`config.mk`:
```
export PLATFORM = sky130hd
export DESIGN_NAME = bit_slice_alu_register_file_flat
export DESIGN_NICKNAME = d
export VERILOG_FILES = /design/src/rtl/bsa_pkg.sv /design/src/rtl/bsa_chan_if.sv /design/src/rtl/bit_slice_alu_register_file.sv /design/src/flat_wrapper.sv
export SDC_FILE = /design/constraint.sdc
export NUM_CORES = 1
export LEC_CHECK = 0
export BUFFER_PORTS_ARGS = -buffer_cell sky130_fd_sc_hd__buf_2
export CORE_UTILIZATION = 60
export CTS_BUF_LIST = sky130_fd_sc_hd__clkbuf_4 sky130_fd_sc_hd__clkbuf_8
export DETAILED_ROUTE_END_ITERATION = 12
export PLACE_DENSITY_LB_ADDON = 0.3
export SLEW_MARGIN = 5
export SYNTH_ARGS = -nofsm -noshare
export SYNTH_HDL_FRONTEND = slang
export SYNTH_SLANG_ARGS = --single-unit
```
`constraint.sdc`:
```
create_clock -name clock -period 5.8 [get_ports clock]
set_input_delay 0.87 -clock clock [delete_from_list [all_inputs] [get_ports clock]]
set_output_delay 0.87 -clock clock [all_outputs]
set_load 0.05 [all_outputs]
```
`src/rtl/bsa_pkg.sv`:
```
// Package: item types and operation codes for the bit-slice ALU register file.
package bsa_pkg;

   // Operand pair codes (R,S)
   typedef enum logic [2:0] {
      SRC_AQ = 3'd0,
      SRC_AB = 3'd1,
      SRC_ZQ = 3'd2,
      SRC_ZB = 3'd3,
      SRC_ZA = 3'd4,
      SRC_DA = 3'd5,
      SRC_DQ = 3'd6,
      SRC_DZ = 3'd7
   } bsa_src_type;

   // ALU function codes
   typedef enum logic [2:0] {
      FN_ADD   = 3'd0,
      FN_SUBR  = 3'd1,
      FN_SUBS  = 3'd2,
      FN_OR    = 3'd3,
      FN_AND   = 3'd4,
      FN_NOTRS = 3'd5,
      FN_EXOR  = 3'd6,
      FN_EXNOR = 3'd7
   } bsa_fn_type;

   // Destination codes
   typedef enum logic [2:0] {
      DST_QREG  = 3'd0,
      DST_NOP   = 3'd1,
      DST_RAMA  = 3'd2,
      DST_RAMF  = 3'd3,
      DST_RAMQD = 3'd4,
      DST_RAMD  = 3'd5,
      DST_RAMQU = 3'd6,
      DST_RAMU  = 3'd7
   } bsa_dst_type;

   localparam int unsigned WordWidth = 4;
   localparam int unsigned AddrWidth = 4;
   localparam int unsigned Depth     = 16;

   // One microinstruction
   typedef struct packed {
      logic [3:0] addr_a;
      logic [3:0] addr_b;
      logic [2:0] source_select;
      logic [2:0] action;
      logic [2:0] destination_select;
      logic [3:0] data_in;
      logic       carry_in;
      logic       output_enable;
      logic       ram_shift_in;
      logic       q_shift_in;
   } bsa_req_type;

   // One result
   typedef struct packed {
      logic [3:0] y_out;
      logic       sign_bit;
      logic       zero_flag;
      logic       carry_out;
      logic       overflow;
      logic       propagate_n;
      logic       generate_n;
      logic       ram_shift_out;
      logic       q_shift_out;
   } bsa_rsp_type;

endpackage

```
`src/rtl/bsa_chan_if.sv`:
```
// Interfaces: valid/ready channels for microinstructions and results.
interface bsa_req_if;
   import bsa_pkg::*;
   logic        valid;
   logic        ready;
   bsa_req_type data;
   modport source (output valid, output data, input ready);
   modport sink   (input valid, input data, output ready);
endinterface

interface bsa_rsp_if;
   import bsa_pkg::*;
   logic        valid;
   logic        ready;
   bsa_rsp_type data;
   modport source (output valid, output data, input ready);
   modport sink   (input valid, input data, output ready);
endinterface

```
`src/rtl/bit_slice_alu_register_file.sv`:
```
// Top level: four-bit slice with a sixteen-word register file, Q register and ALU.
//
// Usage:
//   req_chan carries one microinstruction per item (addresses, source, function,
//   destination, D, carry in, output enable, shift-in bits). rsp_chan returns
//   exactly one result item per microinstruction, in order: Y, sign, zero,
//   carry, overflow, lookahead P/G and the two shift-out bits.
//   Pipeline: an accepted item is registered into the execute stage, and its
//   result into the output register. The register file is a 16x4 memory with two
//   registered read ports; the acceptance edge reads A and B, the execute stage
//   computes F, and the edge on which it advances writes back word B and Q and loads the
//   result. A write that lands on a word the next item is reading
//   is forwarded, so items issue back to back at one per cycle.
//   Throughput: one item per cycle while results are taken, set by the single
//   read-modify-write pass through the register file.
//   Reset: synchronous, active high. All sixteen words and Q read as zero
//   afterward (per-word valid bits, no clearing pass); no result is pending.
//   Stall: the result sits in an output register; while rsp_chan.ready is low
//   one more item may be accepted and held in the execute stage, then
//   req_chan.ready drops until the result is taken.
module bit_slice_alu_register_file (
   input  logic       clock,
   input  logic       reset,
   bsa_req_if.sink    req_chan,
   bsa_rsp_if.source  rsp_chan
);
   import bsa_pkg::*;

   // Register file memory and per-word valid bits
   logic [WordWidth-1:0] mem [Depth];
   logic [Depth-1:0]     vld_ff, vld_in;

   // Execute stage
   logic                 s1_valid_ff, s1_valid_in;
   bsa_req_type          s1_req_ff;
   logic [WordWidth-1:0] rd_a_ff, rd_b_ff;
   logic                 rd_a_vld_ff, rd_b_vld_ff;
   logic                 byp_a_ff, byp_b_ff;
   logic [WordWidth-1:0] byp_data_ff;
   logic [WordWidth-1:0] q_ff, q_in;

   // Output register
   logic        rsp_valid_ff, rsp_valid_in;
   bsa_rsp_type rsp_data_ff;

   logic accept, advance;
   logic wr_en;
   logic [WordWidth-1:0] wr_data;

   logic [WordWidth-1:0] av, bv, r, s, rr, ss, f, p, g, y;
   logic [WordWidth:0]   sum, sum_nc;
   logic [WordWidth-1:0] sum3;
   logic c4, ovr, pn, gn, rso, qso, allp, anyg, x1, x2;
   bsa_rsp_type rsp_next;

   // Handshake: execute stage moves on when the output register frees up
   assign advance = s1_valid_ff && (!rsp_valid_ff || rsp_chan.ready);
   assign accept  = req_chan.valid && req_chan.ready;
   assign req_chan.ready = !s1_valid_ff || advance;
   assign rsp_chan.valid = rsp_valid_ff;
   assign rsp_chan.data  = rsp_data_ff;

   // Operand fetch with forwarding of the write in flight
   assign av = byp_a_ff ? byp_data_ff : (rd_a_vld_ff ? rd_a_ff : '0);
   assign bv = byp_b_ff ? byp_data_ff : (rd_b_vld_ff ? rd_b_ff : '0);

   // Source select
   always_comb begin
      case (s1_req_ff.source_select)
         SRC_AQ:  begin r = av; s = q_ff; end
         SRC_AB:  begin r = av; s = bv; end
         SRC_ZQ:  begin r = '0; s = q_ff; end
         SRC_ZB:  begin r = '0; s = bv; end
         SRC_ZA:  begin r = '0; s = av; end
         SRC_DA:  begin r = s1_req_ff.data_in; s = av; end
         SRC_DQ:  begin r = s1_req_ff.data_in; s = q_ff; end
         default: begin r = s1_req_ff.data_in; s = '0; end
      endcase
   end

   // ALU and flags
   always_comb begin
      rr = r;
      ss = s;
      if (s1_req_ff.action == FN_SUBR || s1_req_ff.action == FN_NOTRS ||
          s1_req_ff.action == FN_EXOR) begin
         rr = ~r;
      end
      if (s1_req_ff.action == FN_SUBS) begin
         ss = ~s;
      end
      sum    = {1'b0, rr} + {1'b0, ss} + {{WordWidth{1'b0}}, s1_req_ff.carry_in};
      sum_nc = {1'b0, rr} + {1'b0, ss};
      sum3   = {1'b0, rr[2:0]} + {1'b0, ss[2:0]} + {3'b000, s1_req_ff.carry_in};
      p      = rr | ss;
      g      = rr & ss;
      allp   = &p;
      anyg   = |g;
      x1 = !p[2] || (!g[2] && !p[1]) || (!g[2] && !g[1] && !p[0]) ||
           (!g[2] && !g[1] && !g[0] && s1_req_ff.carry_in);
      x2 = !p[3] || (!g[3] && !p[2]) || (!g[3] && !g[2] && !p[1]) ||
           (!g[3] && !g[2] && !g[1] && !p[0]) ||
           (!g[3] && !g[2] && !g[1] && !g[0] && s1_req_ff.carry_in);
      case (s1_req_ff.action)
         FN_ADD, FN_SUBR, FN_SUBS: begin
            f   = sum[WordWidth-1:0];
            c4  = sum[WordWidth];
            ovr = sum3[3] ^ sum[WordWidth];
            pn  = !allp;
            gn  = !sum_nc[WordWidth];
         end
         FN_OR: begin
            f   = r | s;
            pn  = 1'b0;
            gn  = allp;
            c4  = !allp || s1_req_ff.carry_in;
            ovr = c4;
         end
         FN_AND, FN_NOTRS: begin
            f   = (s1_req_ff.action == FN_AND) ? (r & s) : (~r & s);
            pn  = 1'b0;
            gn  = !anyg;
            c4  = anyg || s1_req_ff.carry_in;
            ovr = c4;
         end
         default: begin
            f   = (s1_req_ff.action == FN_EXOR) ? (r ^ s) : ~(r ^ s);
            pn  = anyg;
            gn  = g[3] || (p[3] && g[2]) || (p[3] && p[2] && g[1]) || allp;
            c4  = !(g[3] || (p[3] && g[2]) || (p[3] && p[2] && g[1]) ||
                    (allp && (g[0] || !s1_req_ff.carry_in)));
            ovr = x1 ^ x2;
         end
      endcase
   end

   // Destination: write-back word, Q update, Y and shift-outs
   always_comb begin
      wr_en   = 1'b1;
      wr_data = f;
      q_in    = q_ff;
      y       = f;
      rso     = 1'b0;
      qso     = 1'b0;
      case (s1_req_ff.destination_select)
         DST_QREG: begin
            wr_en = 1'b0;
            q_in  = f;
         end
         DST_NOP: begin
            wr_en = 1'b0;
         end
         DST_RAMA: begin
            y = av;
         end
         DST_RAMF: begin
            wr_data = f;
         end
         DST_RAMQD, DST_RAMD: begin
            wr_data = {s1_req_ff.ram_shift_in, f[3:1]};
            rso     = f[0];
            qso     = q_ff[0];
            if (s1_req_ff.destination_select == DST_RAMQD) begin
               q_in = {s1_req_ff.q_shift_in, q_ff[3:1]};
            end
         end
         default: begin
            wr_data = {f[2:0], s1_req_ff.ram_shift_in};
            rso     = f[3];
            qso     = q_ff[3];
            if (s1_req_ff.destination_select == DST_RAMQU) begin
               q_in = {q_ff[2:0], s1_req_ff.q_shift_in};
            end
         end
      endcase
      rsp_next.y_out         = s1_req_ff.output_enable ? y : '0;
      rsp_next.sign_bit      = f[3];
      rsp_next.zero_flag     = (f == '0);
      rsp_next.carry_out     = c4;
      rsp_next.overflow      = ovr;
      rsp_next.propagate_n   = pn;
      rsp_next.generate_n    = gn;
      rsp_next.ram_shift_out = rso;
      rsp_next.q_shift_out   = qso;
   end

   // Control next state
   always_comb begin
      s1_valid_in  = accept ? 1'b1 : (advance ? 1'b0 : s1_valid_ff);
      rsp_valid_in = advance ? 1'b1 : (rsp_chan.ready ? 1'b0 : rsp_valid_ff);
      vld_in       = vld_ff;
      if (advance && wr_en) begin
         vld_in[s1_req_ff.addr_b] = 1'b1;
      end
   end

   // Control registers
   always_ff @(posedge clock) begin
      if (reset) begin
         s1_valid_ff  <= 1'b0;
         rsp_valid_ff <= 1'b0;
         vld_ff       <= '0;
         q_ff         <= '0;
      end else begin
         s1_valid_ff  <= s1_valid_in;
         rsp_valid_ff <= rsp_valid_in;
         vld_ff       <= vld_in;
         if (advance) begin
            q_ff <= q_in;
         end
      end
   end

   // Memory write port
   always_ff @(posedge clock) begin
      if (advance && wr_en) begin
         mem[s1_req_ff.addr_b] <= wr_data;
      end
   end

   // Memory read ports and forwarding capture at acceptance
   always_ff @(posedge clock) begin
      if (accept) begin
         s1_req_ff   <= req_chan.data;
         rd_a_ff     <= mem[req_chan.data.addr_a];
         rd_b_ff     <= mem[req_chan.data.addr_b];
         rd_a_vld_ff <= vld_ff[req_chan.data.addr_a];
         rd_b_vld_ff <= vld_ff[req_chan.data.addr_b];
         byp_a_ff    <= advance && wr_en && (req_chan.data.addr_a == s1_req_ff.addr_b);
         byp_b_ff    <= advance && wr_en && (req_chan.data.addr_b == s1_req_ff.addr_b);
         byp_data_ff <= wr_data;
      end
   end

   // Output register
   always_ff @(posedge clock) begin
      if (advance) begin
         rsp_data_ff <= rsp_next;
      end
   end

   // An item is never taken while the execute stage is blocked
   a_no_overrun: assert property (@(posedge clock) disable iff (reset)
      !(accept && s1_valid_ff && !advance))
      else $error("item accepted over a stalled execute stage");

   // Word valid bits only ever get set between resets
   a_vld_grow: assert property (@(posedge clock) disable iff (reset)
      ##1 ((vld_ff & $past(vld_ff)) == $past(vld_ff)))
      else $error("register file valid bit cleared outside reset");

   // Q holds while the execute stage does not advance
   a_q_hold: assert property (@(posedge clock) disable iff (reset)
      !advance |=> $stable(q_ff))
      else $error("Q changed without an executed item");

   // A same-word write during acceptance is forwarded
   a_fwd: assert property (@(posedge clock) disable iff (reset)
      (accept && advance && wr_en && (req_chan.data.addr_b == s1_req_ff.addr_b))
      |=> byp_b_ff)
      else $error("write to the word being read was not forwarded");

   // Result register fills only from an executed item
   a_rsp_src: assert property (@(posedge clock) disable iff (reset)
      $rose(rsp_valid_ff) |-> $past(s1_valid_ff))
      else $error("result appeared without an item in execute");

endmodule

```
`src/flat_wrapper.sv`:
```
// flat-port wrapper written by rule: the top's interface ports become plain ports
module bit_slice_alu_register_file_flat import bsa_pkg::*;
  (clock, reset, req_chan_valid, req_chan_data, req_chan_ready, rsp_chan_valid, rsp_chan_data, rsp_chan_ready);
  bsa_req_if req_chan_i ();
  bsa_rsp_if rsp_chan_i ();
  input  logic clock;
  input  logic reset;
  input wire logic [$bits(req_chan_i.valid)-1:0] req_chan_valid;
  input wire logic [$bits(req_chan_i.data)-1:0] req_chan_data;
  output wire logic [$bits(req_chan_i.ready)-1:0] req_chan_ready;
  output wire logic [$bits(rsp_chan_i.valid)-1:0] rsp_chan_valid;
  output wire logic [$bits(rsp_chan_i.data)-1:0] rsp_chan_data;
  input wire logic [$bits(rsp_chan_i.ready)-1:0] rsp_chan_ready;
  assign req_chan_i.valid = req_chan_valid;
  assign req_chan_i.data = req_chan_data;
  assign req_chan_ready = req_chan_i.ready;
  assign rsp_chan_valid = rsp_chan_i.valid;
  assign rsp_chan_data = rsp_chan_i.data;
  assign rsp_chan_i.ready = rsp_chan_ready;
  bit_slice_alu_register_file u_core (.clock(clock), .reset(reset), .req_chan(req_chan_i), .rsp_chan(rsp_chan_i));
endmodule
```
# After elaboration in Yosys (flattened, before gate mapping)
# Memories as Yosys holds them, arrays and structs flattened. A register that Yosys moved wholly into a read port is not among the register bits.
# Cells that the tools add are included.
dict set report classes {
  add_sub_neg 4
  n_lt_le_gt_ge 4
  eq_ne 21
  n_mux 35
  bitwise 13
  reduce_logical 77
}
# cell count
set ops {}
lappend ops {{$mux W4} 11}
lappend ops {{$pmux W4 S3} 3}
lappend ops {{$eq A3 B3 Y1 const B} 9}
lappend ops {{$logic_and A1 B1 Y1} 22}
lappend ops {{$eq A3 B2 Y1 const B} 6}
lappend ops {{$logic_or A1 B1 Y1} 18}
lappend ops {{$or A16 B16 Y16} 1}
lappend ops {{$pmux W4 S2} 2}
lappend ops {{$logic_not A1 Y1} 15}
lappend ops {{$lt A4 B5 Y1 const B} 3}
lappend ops {{$reduce_or A3 Y1} 5}
lappend ops {{$and A4 B4 Y4} 3}
lappend ops {{$not A4 Y4} 3}
lappend ops {{$reduce_or A2 Y1} 6}
lappend ops {{$mux W1} 10}
lappend ops {{$eq A3 B1 Y1 const B} 3}
lappend ops {{$logic_not A3 Y1} 3}
lappend ops {{$pmux W1 S3} 3}
lappend ops {{$bmux W1 S4} 2}
lappend ops {{$eq A4 B4 Y1} 2}
lappend ops {{$or A4 B4 Y4} 2}
lappend ops {{$reduce_and A4 Y1} 2}
lappend ops {{$reduce_or A4 Y1} 2}
lappend ops {{$pmux W1 S2} 3}
lappend ops {{other kinds (13)} 15}
dict set report word_totals {
  reg_bits 63
  ram_bits 64
  input_bits 29
  output_inout_bits 14
  word_cells 182
  n_memories 1
}
# memory words width read_ports rd_clocked_by_memory_dff write_ports line
set memory_table {}
lappend memory_table {u_core.mem 16 4 2 2 1 bit_slice_alu_register_file.sv:30} ;# logic [WordWidth-1:0] mem [Depth];

# Logic depth before layout (Yosys ltp)
dict set report depth {
  depth_word 14
  depth_mapped 14
  depth_no_buf 13
}

# Worst setup path after synthesis
# OpenSTA, ideal clock, no wires.
dict set report synth_path {
  kind {reg2reg}
  startpoint {reg u_core.s1_req_ff[13] in the netlist's numbering}
  endpoint {reg u_core.byp_data_ff[1], data pin}
  setup_time_ns 0.348
  arrival_time_ns 3.646
  t_required_ns 5.452
  setup_slack_ns 1.806
  stages_incl_launch_ff 15
  n_path_buf 2
  synth_period_minus_slack_ns 3.994
  path_cell_list {edfxtp_1 > buf_2 > buf_2 > nand2_1 > mux2i_1 > xor2_1 > ha_1 > fa_1 > ha_1 > inv_1 > mux2i_1 > a21oi_1 > o31ai_4 > nor2_1 > a211oi_1}
}
dict set report synth_via {
  elab_chain_cells 8
  word_cells_on_any_way 19
  classes_between {2 x add/sub; 6 x eq/ne; 6 x mux; 5 x reduce/logical}
}
# item line
set synth_rtl {}
lappend synth_rtl {{start, declared} bit_slice_alu_register_file.sv:35} ;# bsa_req_type s1_req_ff;
lappend synth_rtl {{start signal, assigned} bit_slice_alu_register_file.sv:224} ;# s1_req_ff <= req_chan.data;
lappend synth_rtl {{$eq A3 B1 Y1 / $eq A3 B3 Y1 (equally long branches)} {bit_slice_alu_register_file.sv:85, bit_slice_alu_register_file.sv:104}}
lappend synth_rtl {{$logic_or A1 B1 Y1 (2 in a row)} bit_slice_alu_register_file.sv:85} ;# if (s1_req_ff.action == FN_SUBR || s1_req_ff.action == FN_NOTRS ||
lappend synth_rtl {{$mux W4} bit_slice_alu_register_file.sv:85}
lappend synth_rtl {{$add A4 B4 Y5} bit_slice_alu_register_file.sv:92} ;# sum = {1'b0, rr} + {1'b0, ss} + {{WordWidth{1'b0}}, s1_req_ff.carry_in};
lappend synth_rtl {{$add A5 B1 Y5} bit_slice_alu_register_file.sv:92}
lappend synth_rtl {{$pmux W4 S3 (*)} bit_slice_alu_register_file.sv:104} ;# case (s1_req_ff.action)
lappend synth_rtl {{$pmux W4 S2 (*)} bit_slice_alu_register_file.sv:145} ;# case (s1_req_ff.destination_select)
lappend synth_rtl {{via u_core.wr_data[1]} bit_slice_alu_register_file.sv:48} ;# logic [WordWidth-1:0] wr_data;
lappend synth_rtl {{end signal, assigned} bit_slice_alu_register_file.sv:231} ;# byp_data_ff <= wr_data;
lappend synth_rtl {{end, declared} bit_slice_alu_register_file.sv:39} ;# logic [WordWidth-1:0] byp_data_ff;
# The timed path passes the listed nets; every way through them passes the cells marked *.
# A chain may end at the register's enable or synchronous reset.

# Final worst setup path
dict set report layout_path {
  startpoint {reg u_core.s1_req_ff[11] in the netlist's numbering}
  endpoint {mem u_core.mem[5][0], data pin}
}
dict set report layout_via {
  elab_chain_cells 8
  word_cells_on_any_way 19
  classes_between {2 x add/sub; 6 x eq/ne; 6 x mux; 5 x reduce/logical}
}
# item line
set layout_rtl {}
lappend layout_rtl {{$eq A3 B1 Y1 / $eq A3 B3 Y1 (equally long branches)} {bit_slice_alu_register_file.sv:85, bit_slice_alu_register_file.sv:104}}
lappend layout_rtl {{$logic_or A1 B1 Y1 (2 in a row)} bit_slice_alu_register_file.sv:85}
lappend layout_rtl {{$mux W4} bit_slice_alu_register_file.sv:85}
lappend layout_rtl {{$add A4 B4 Y5} bit_slice_alu_register_file.sv:92}
lappend layout_rtl {{$add A5 B1 Y5} bit_slice_alu_register_file.sv:92}
lappend layout_rtl {{$pmux W4 S3 (*)} bit_slice_alu_register_file.sv:104}
lappend layout_rtl {{$pmux W4 S2 (*)} bit_slice_alu_register_file.sv:145}
lappend layout_rtl {{via u_core.wr_data[0]} bit_slice_alu_register_file.sv:48}
lappend layout_rtl {{end, declared} bit_slice_alu_register_file.sv:30}
# Marked as above.

==> flow_summary.yaml <==
sta:
  fin_ws_ns: 1.24
  fmax_ghz: 0.219
  setup_viol: 0
  rsz0062_at_grt: "false"
  holdWs_ns: 0.494
  finalHoldViolations: 0
  worst_clock_skew_ns: 0.0127
  period_needed_ns: 4.56
  worst_slew_pin_slew_ns: 1.21
  tns_ns: 0
  post-route-period-util_pct: 78.7
  relSlewSlack_pct: 19.0
  slew_viol_final: 0
cts:
  clock_sinks: 135
  cts_setup_buffers: 0
  cts-root-buf: "clkbuf_8"
  tritoncts: "yes"
  post_cts_resized: 0
  h-tree-depth: 4
  hold_buffers: 0
  clk_latency_ns: 0.45
  path_clk_slew_ns: 0.07
  clock_path_buffers: 2
  cts_buffers: 17
drt:
  vias: 4503
  met2_length_mm: 8.75
  wl_met3_um: 917
  ant_nets: 0
  met1_length_mm: 5.61
  routed.top_layer: "met4"
  drc: 0
  routedWlPerCell_um: 22.9
  vias_per_cell: 6.49
  drtIter0Drc: 384
  firstDrtPassIters: 6
  totalWireLength_mm: 15.9
worst_setup_path:
  critPathCaptureType: "flop"
  cp.required_ns: 5.87
  critPathMaxFanout: 17
  rr_endpoint: "u_core.mem[5][0]"
  crit_arrival_ns: 4.63
  cp-start-kind: "flop"
  reg2reg_depth: 12
  timing.rr.start: "u_core.s1_req_ff[11]"
  r2r_slack_ns: 1.24
  path_class: "reg2reg"
  crit_end: "u_core.mem[5][0]"
  startpoint: "u_core.s1_req_ff[11]"
finish:
  num_antenna_cells: 0
  area_delta_synth_final_pct: 9.73
  fin_util_pct: 68.1
  final_cells: 694
  final_area_um2: 7800
  final_nets: 584
  drive_gt1_share_pct: 26.5
power_and_ir_drop:
  power_density_nw_per_um2: 305
  vdd_drop_max_mv: 0.279
  cellLeakagePower_nw: 2.76
  finalPower_mw: 2.38
hold_path:
  min_path_cells: 1
  min_from: "u_core.vld_ff[2]"
  hold_class: "reg2reg"
yosys:
  yosysSeqAreaShare_pct: 53.9
  synth_cells: 504
  async_flop_share_pct: 0
  synth_cell_type_count: 65
  synth_area_leader_cell: "edfxtp_1"
  yosysWarnings: 0
  post_synth.cell_area_avg_um2: 14.1
  synth_fp_nets: 549
  syn_area_um2: 7110
  synth-main-ff-cell: "edfxtp_1"
  synth_top_area_share_pct: 47.7
  synth_edf_count: 113
  yosysMostFrequentCell: "edfxtp_1"
  ys_top_cells_by_area: "edfxtp_1 (48%), mux4_2 (16%), dfxtp_1 (6.2%), ha_1 (2.5%), xnor2_1 (2.2%)"
  ys_ff_latch: 135
  synthTopCellsByCount: "edfxtp_1 (113), mux4_2 (50), nor2_1 (38)"
floorplanning:
  core_um2: 11500
  rows: 39
  die_h_um: 111
  io-pin-count: 43
  initial_core_util_pct: 62.0
  chipWidth_um: 111
  dieArea_um2: 12300
global_routing:
  grt_max_degree: 38
  grt_pass1_vias: 4581
  grt_pass1_wl_mm: 24.5
  overflow: 0
  antenna_found_initial: 0
  grt.total_usage_pct: 27.2
run:
  maxCapViolations: 0
place:
  io_buffer_count: 42
  placed_area_um2: 7390
  dp_worst_setup_slack_ns: 1.28
  finalWeightedCongestion: 0.908
  dp.cells: 663
  dp_hpwl_mm: 11.3
status:
  status: "completed"
==> power by group <==
part	total [mW]	switching, mW	internal [mW]
Sequential	1.15	0.0319	1.12
Clock	0.828	0.347	0.481
Combinational	0.400	0.239	0.161
==> metal layers <==
metal | vias to the layer above | global-route usage (%)
met5 | - | 0
met4 | 0 | 15.9
met3 | 43 | 4.65
met2 | 201 | 49.3
met1 | 2235 | 30.0
li1 | 2024 | -
==> worst max-delay path, stage by stage (launching register included) <==
cell	delay, ns
edfxtp_1	0.71
inv_1	0.21
mux2i_1	0.49
xor2_1	0.35
ha_1	0.28
fa_1	0.45
ha_1	0.29
inv_1	0.03
mux2i_1	0.12
a21oi_1	0.11
o31ai_4	0.12
nor2_1	0.07
o22ai_1	0.94
==> logic make-up (layout without fill, tap and decap cells) <==
group | count (synthesis) | after routing | share of synthesized area [%]
simple gates | 113 | 113 | 8.36
buf+inv | 56 | 103 | 3.33
xor+xnor | 26 | 26 | 3.61
mux | 57 | 57 | 16.9
compound gates | 101 | 101 | 10.9
fa+ha+maj | 16 | 16 | 3.03
flops | 135 | 135 | 53.9
==> state kept, by name (all words and copies together) (netlist names), 4 cells and up <==
name                  cells
u_core.byp_data_ff        4
u_core.mem               64
u_core.q_ff               4
u_core.rd_a_ff            4
u_core.rd_b_ff            4
u_core.rsp_chan.data     12
u_core.s1_req_ff         21
u_core.vld_ff            16
==> worst min path at each step <==
| stage | end | slack [ns] |
|---|---|---|
| 4_1_cts | u_core.vld_ff[14] | 0.49 |
| 6_report | u_core.vld_ff[2] | 0.49 |
| 5_1_grt | u_core.vld_ff[9] | 0.51 |
| 2_1_floorplan | u_core.vld_ff[6] | 0.45 |
| 3_3_place_gp | u_core.vld_ff[12] | 0.46 |
| 3_5_place_dp | u_core.vld_ff[14] | 0.48 |
==> layout make-up <==
type                       instances  area, um^2
fill                             785        3660
tap                              143         179
clock inverter                    10         154
inverter                          28         105
clock buffer                      21         264
multi-input combinational        313        3040
timing repair buffer              44         225
sequential                       135        3830
==> placed cells by master (no fill, tap or decap), types with 4 or more instances in the layout <==
cell	instances
a21oi_1	30
mux4_2	50
inv_1	27
nand2b_1	4
o21ai_0	16
nor2_1	38
nand4bb_1	4
clkbuf_4	4
nand3b_1	11
dfxtp_1	22
xor2_1	6
o21a_1	12
buf_2	42
nor3_1	8
xnor2_1	18
o211ai_1	4
clkbuf_8	17
nand2_1	25
a31oi_1	4
edfxtp_1	113
ha_1	14
mux2i_1	5
bufinv_16	4
Power figures use the tool's default switching activity.
